**src/design/rrbc_pkg.sv**
```systemverilog
// Shared types, constants and helpers of the ROM/RAM bank controller.
// Used by rrbc_map, rrbc_ram users and the rom_ram_bank_controller top level.
package rrbc_pkg;

  localparam int unsigned RamBytes    = 32768;
  localparam int unsigned MaxRomBanks = 128;
  localparam int unsigned RamAw       = $clog2(RamBytes);
  localparam int unsigned MaxLog2     = $clog2(MaxRomBanks);
  localparam int unsigned AddrW       = 16;
  localparam int unsigned DataW       = 8;
  localparam int unsigned RomAw       = 21;
  localparam int unsigned BankW       = 7;
  localparam int unsigned LoBankW     = 5;
  localparam int unsigned CfgAw       = 4;
  localparam int unsigned ApbDw       = 32;

  typedef enum logic {
    OP_READ  = 1'b0,
    OP_WRITE = 1'b1
  } op_e;

  // Register region below 0x8000 is split into four 8 KiB windows.
  typedef enum logic [1:0] {
    BANK_RAM_EN = 2'd0,
    BANK_ROM_LO = 2'd1,
    BANK_UPPER  = 2'd2,
    BANK_MODE   = 2'd3
  } bank_sel_e;

  localparam logic [1:0] REG_CART_TYPE = 2'd0;
  localparam logic [1:0] REG_ROM_BANKS = 2'd1;
  localparam logic [1:0] REG_RAM_SIZE  = 2'd2;

  localparam logic       CART_NONE = 1'b0;
  localparam logic       CART_MBC  = 1'b1;

  localparam logic [1:0] RAM_NONE = 2'd0;
  localparam logic [1:0] RAM_8K   = 2'd1;
  localparam logic [1:0] RAM_32K  = 2'd2;

  localparam logic [2:0]       RamRegionTag = 3'b101;  // 0xA000-0xBFFF
  localparam logic [3:0]       RamEnableKey = 4'hA;
  localparam logic [DataW-1:0] ByteFill     = 8'hFF;

  localparam logic       CartTypeRst = CART_MBC;
  localparam logic [2:0] RomBanksRst = 3'd1;
  localparam logic [1:0] RamSizeRst  = RAM_NONE;

  typedef struct packed {
    logic       cart_type;
    logic [2:0] rom_banks_log2;
    logic [1:0] ram_size_code;
  } cfg_t;

  typedef struct packed {
    logic             we;
    logic             re;
    logic [RamAw-1:0] addr;
    logic [DataW-1:0] wdata;
  } ram_req_t;

  typedef struct packed {
    logic             rom_access;
    logic [RomAw-1:0] rom_address;
    logic [DataW-1:0] read_data;
    logic             unmapped;
    logic             use_ram;
  } res_t;

  // Clamp the bank count code: zero means two banks, cap at the largest ROM.
  function automatic logic [2:0] eff_log2(input logic [2:0] raw);
    logic [2:0] l;
    l = (raw == 3'd0) ? 3'd1 : raw;
    if (int'(l) > int'(MaxLog2)) begin
      l = 3'(MaxLog2);
    end
    return l;
  endfunction

endpackage

```
**src/design/rrbc_map.sv**
```systemverilog
// Bank registers and address translation of the bank controller.
// Depends on rrbc_pkg; drives the RAM request and the per-access result.
module rrbc_map (
  input  logic                          clk_i,
  input  logic                          rst_ni,
  input  logic                          accept_i,
  input  rrbc_pkg::op_e                 op_i,
  input  logic [rrbc_pkg::AddrW-1:0]    addr_i,
  input  logic [rrbc_pkg::DataW-1:0]    data_i,
  input  rrbc_pkg::cfg_t                cfg_i,
  output rrbc_pkg::ram_req_t            ram_req_o,
  output rrbc_pkg::res_t                res_o
);
  import rrbc_pkg::*;

  logic               ram_en_q, ram_en_d;
  logic [LoBankW-1:0] lower_q, lower_d;
  logic [1:0]         upper_q, upper_d;
  logic               mode_q, mode_d;

  logic               is_mbc, ram_present, ram_ok, big, is_wr;
  logic               in_rom, in_ram, reg_wr;
  logic [2:0]         eff_l;
  logic [BankW-1:0]   bank_mask, bank;
  logic [LoBankW-1:0] lo_in;
  logic [14:0]        ram_off;
  bank_sel_e          bank_sel;

  always_comb begin
    eff_l       = eff_log2(cfg_i.rom_banks_log2);
    big         = eff_l >= 3'd6;
    is_mbc      = cfg_i.cart_type == CART_MBC;
    ram_present = cfg_i.ram_size_code inside {RAM_8K, RAM_32K};
    ram_ok      = is_mbc && ram_en_q && ram_present;
    is_wr       = op_i == OP_WRITE;
    in_rom      = !addr_i[15];
    in_ram      = addr_i[15:13] == RamRegionTag;
    bank_sel    = bank_sel_e'(addr_i[14:13]);
    reg_wr      = accept_i && is_wr && is_mbc && in_rom;

    for (int i = 0; i < int'(BankW); i++) begin
      bank_mask[i] = i < int'(eff_l);
    end
    lo_in = (data_i[LoBankW-1:0] == '0) ? LoBankW'(1) : data_i[LoBankW-1:0];

    // Lower ROM window uses only the upper bits, and only in advanced mode with at least 64 banks.
    if (!addr_i[14]) begin
      bank = (mode_q && big) ? {upper_q, {LoBankW{1'b0}}} : '0;
    end else begin
      bank = {(big ? upper_q : 2'b00), lower_q};
    end

    ram_off = (cfg_i.ram_size_code == RAM_32K && mode_q) ? {upper_q, addr_i[12:0]}
                                                          : {2'b00, addr_i[12:0]};
  end

  always_comb begin
    ram_en_d = ram_en_q;
    lower_d  = lower_q;
    upper_d  = upper_q;
    mode_d   = mode_q;
    if (reg_wr) begin
      case (bank_sel)
        BANK_RAM_EN: ram_en_d = data_i[3:0] == RamEnableKey;
        BANK_ROM_LO: lower_d  = lo_in & bank_mask[LoBankW-1:0];
        BANK_UPPER:  upper_d  = data_i[1:0];
        BANK_MODE:   mode_d   = data_i[0];
        default:     ram_en_d = ram_en_q;
      endcase
    end
  end

  always_ff @(posedge clk_i or negedge rst_ni) begin
    if (!rst_ni) begin
      ram_en_q <= 1'b0;
      lower_q  <= '0;
      upper_q  <= '0;
      mode_q   <= 1'b0;
    end else begin
      ram_en_q <= ram_en_d;
      lower_q  <= lower_d;
      upper_q  <= upper_d;
      mode_q   <= mode_d;
    end
  end

  always_comb begin
    ram_req_o.we    = accept_i && is_wr && in_ram && ram_ok;
    ram_req_o.re    = accept_i && !is_wr && in_ram && ram_ok;
    ram_req_o.addr  = ram_off[RamAw-1:0];
    ram_req_o.wdata = data_i;

    res_o.rom_access = !is_wr && in_rom;
    res_o.unmapped   = !in_rom && !in_ram;
    res_o.use_ram    = !is_wr && in_ram && ram_ok;
    if (!is_wr && in_rom) begin
      res_o.rom_address = is_mbc ? {bank & bank_mask, addr_i[13:0]}
                                 : {{(RomAw - AddrW){1'b0}}, addr_i};
    end else begin
      res_o.rom_address = '0;
    end
    res_o.read_data = (is_wr || in_rom) ? '0 : ByteFill;
  end

endmodule

```
**config.mk**
```make
export PLATFORM = sky130hd
export DESIGN_NAME = rrbc_map
export DESIGN_NICKNAME = d
export VERILOG_FILES = /design/src/design/rrbc_pkg.sv /design/src/design/rrbc_map.sv
export SDC_FILE = /design/constraint.sdc
export NUM_CORES = 1
export LEC_CHECK = 0
export BUFFER_PORTS_ARGS = -buffer_cell sky130_fd_sc_hd__buf_2
export CAP_MARGIN = 5
export CORE_ASPECT_RATIO = 1.75
export CORE_MARGIN = 3
export CORE_UTILIZATION = 38
export DETAILED_ROUTE_END_ITERATION = 8
export MAX_ROUTING_LAYER = met4
export PLACE_DENSITY = 0.95
export RECOVER_POWER = 50
export SKIP_CTS_REPAIR_TIMING = 1
export SLEW_MARGIN = 30
export SYNTH_ARGS = -nofsm -noshare
export SYNTH_HDL_FRONTEND = slang
export SYNTH_SLANG_ARGS = --single-unit
export TNS_END_PERCENT = 30
```
**constraint.sdc**
```tcl
create_clock -name clk_i -period 1.6 [get_ports clk_i]
set_input_delay 0.16 -clock clk_i [delete_from_list [all_inputs] [get_ports clk_i]]
set_output_delay 0.16 -clock clk_i [all_outputs]
set_load 0.005 [all_outputs]
```
==> flow_summary.ini <==
[floorplan]
initial_utilization = 0.410
rows = 22
io_pins = 91
die_height_um = 70.1
die_w_um = 42.6
core-area_um2 = 2170
die-area_um2 = 2980

[power]
pwr-share-clk = 0.260
p_leak_nw = 0.685
p_int_uw = 458
seq_power_share = 0.436
pwr-share-comb = 0.304
p_sw_frac = 0.298
power_uw = 653
p_switching_uw = 195
p_per_area_nw_per_um2 = 574
peakVddDrop_mv = 0.320

[drt]
drc = 0
vias_per_cell = 5.10
routed_wl_um = 2670
drt_iter0_markers = 12
antenna_left = 0
drt-pass1-iter-count = 4
wl_per_cell_um = 14.1
via_count = 964

[sta]
finalCritPeriodShare = 0.961
period_needed_ns = 1.54
finalHoldViolCount = 0
rsz0062_at_grt = no
worst_slew_pin_slew_ns = 0.494
hold_ws_ns = 0.185
slew_headroom = 0.671
setup_violations = 0
max_freq_mhz = 651
skew_ns = 0
fin_tns_setup_ns = 0
maxSlewViolCount = 0

[setup_path]
slowest_delay_ns = 0.40
startpoint_type = flop
path_cells = o211a_1, and3_1, and4_1, buf_2
crit_path_end_kind = output pin
critPathMaxFanout = 4
cp.arrival_ns = 1.38
slowest_stage = dfrtp_1
crit_type = flop to output pin
crit_required_ns = 1.44

[logic_synthesis]
synth_cell_types = 25
synth_xor_area_frac = 0
seq_area_frac_synth = 0.253
synth-compound-area-share = 0.114
synth_top_family_by_area = simple AND/OR/NAND/NOR gates
yosys.area_share.simple = 0.323
syn_avg_cell_area_um2 = 8.57
synthCells = 104
muxShareOfSynthArea = 0.0506
netlist_area_um2 = 891
synthAdderAreaFrac = 0.0140
ys_ff_latch = 9
synth.net_count = 139
synth_warnings = 0

[cells_and_area]
nets = 201
area_growth_pct = 27.7
drive_above_1_share = 0.479
final_common_cell = buf_2
seq_area_um2 = 225
multi_input_area_um2 = 432
final_cell_mix = buf_2 (70), and2_1 (17), clkbuf_1 (15)
diodes = 0
fill_cells = 235

[clock_network]
cts_tree = yes
clk_path_buf_depth = 2
root_buffer = clkbuf_4
clk_latency_ns = 0.25
clk_pin_slew_ns = 0.06
cts_sinks = 9
cts_made_buffers = 3
htree_levels = 1

[placement]
dp_hpwl_um = 2260
placement.io_buffers = 84
place_congestion = 0.854

[flow_run]
maxCapViolations = 0

[run_status]
status = complete, no violations

[global_route]
grt_pass1_wl_um = 4030
grt-ovfl-total = 0
antenna_found_initial = 0
grt_usage = 0.169
grt_pass1_vias = 949
grt_start_max_net_pins = 15

[hold_path]
hold_class = input pin to flop
## Yosys cell counts
library cell	number	area, um^2
a21o_1	1	7.51
dfrtp_1	9	225
buf_2	1	5.00
o21ai_0	11	55.1
and3_1	7	43.8
nand4b_4	1	23.8
nor3_1	3	15.0
mux2_2	4	45.0
nor4bb_1	1	10.0
inv_1	1	3.75
and2b_1	1	7.51
nand2_1	4	15.0
nor3b_2	1	12.5
nand4b_1	1	8.76
or2_1	1	6.26
buf_4	28	210
nand2b_1	2	12.5
and2_1	17	106
nor4_1	1	6.26
o2111a_1	1	11.3
o211ai_1	1	7.51
o211a_1	2	20.0
nor2_1	3	11.3
ha_1	1	12.5
and4_1	1	8.76
## flip-flops by register name, summed over array words and instances, names as in the netlist
signal,flops
lower_q,5
upper_q,2
mode_q,1
ram_en_q,1
## final timing paths
kind / startpoint / to / slack (ns) / depth (start not counted)
setup reg to reg: upper_q[1] / upper_q[1] / 0.81 / 1
max in group asynchronous: rst_ni / upper_q[0] / 0.88 / 2
hold / removal: data_i[2] / lower_q[2] / 0.19 / 3
setup / recovery: mode_q / res_o[30] / 0.06 / 4
min in group asynchronous: rst_ni / lower_q[4] / 0.38 / 2
hold reg to reg: lower_q[2] / lower_q[2] / 0.51 / 2
## per-stage QoR
step                utilization  cells  cell area [um^2]  setup WS, ns
finish                    0.523    189              1140        0.0628
CTS                       0.533    188              1160        0.0646
global route              0.523    189              1140        0.0250
detailed placement        0.521    184              1130         0.256
floorplan                     -    104               891         0.430
global placement          0.521    184              1130         0.328
## critical path, delay by kind of cell (launching register included)
family          cells  cell delay, ns
flops               1            0.40
simple gates        2            0.37
compound gates      1            0.23
buf+inv             1            0.12
## cells by family (layout without fill, tap and decap cells)
| kind of cell | count (synthesis) | count (layout) |
|---|---|---|
| buffers and inverters | 30 | 91 |
| AO/OA/AOI/OAI | 16 | 16 |
| multiplexers | 4 | 4 |
| adder cells (fa/ha/maj) | 1 | 1 |
| AND/OR/NAND/NOR | 44 | 44 |
| flip-flops | 9 | 9 |
## power by group through the flow
stage,Clock (mW),Combinational (mW),Sequential (mW)
6_report,0.170,0.198,0.285
4_1_cts,0.173,0.207,0.283
2_1_floorplan,0,0.129,0.278
3_3_place_gp,0,0.199,0.287
5_1_grt,0.188,0.224,0.287
3_5_place_dp,0,0.206,0.288
## area by class of cell
cell class                      instances  area share
Inverter                                1     0.00330
Multi-Input combinational cell         65       0.380
Tap cell                               24      0.0264
Sequential cell                         9       0.198
Clock buffer                            4      0.0231
Timing Repair Buffer                   86       0.370
## layer usage
| layer | part of all wire | track usage |
|---|---|---|
| met2 | 0.53 | 0.301 |
| met5 | 0 | - |
| met3 | 0.12 | 0.0490 |
| met4 | 0.024 | 0.0657 |
| met1 | 0.33 | 0.169 |
(Power assumes the default switching activity.)
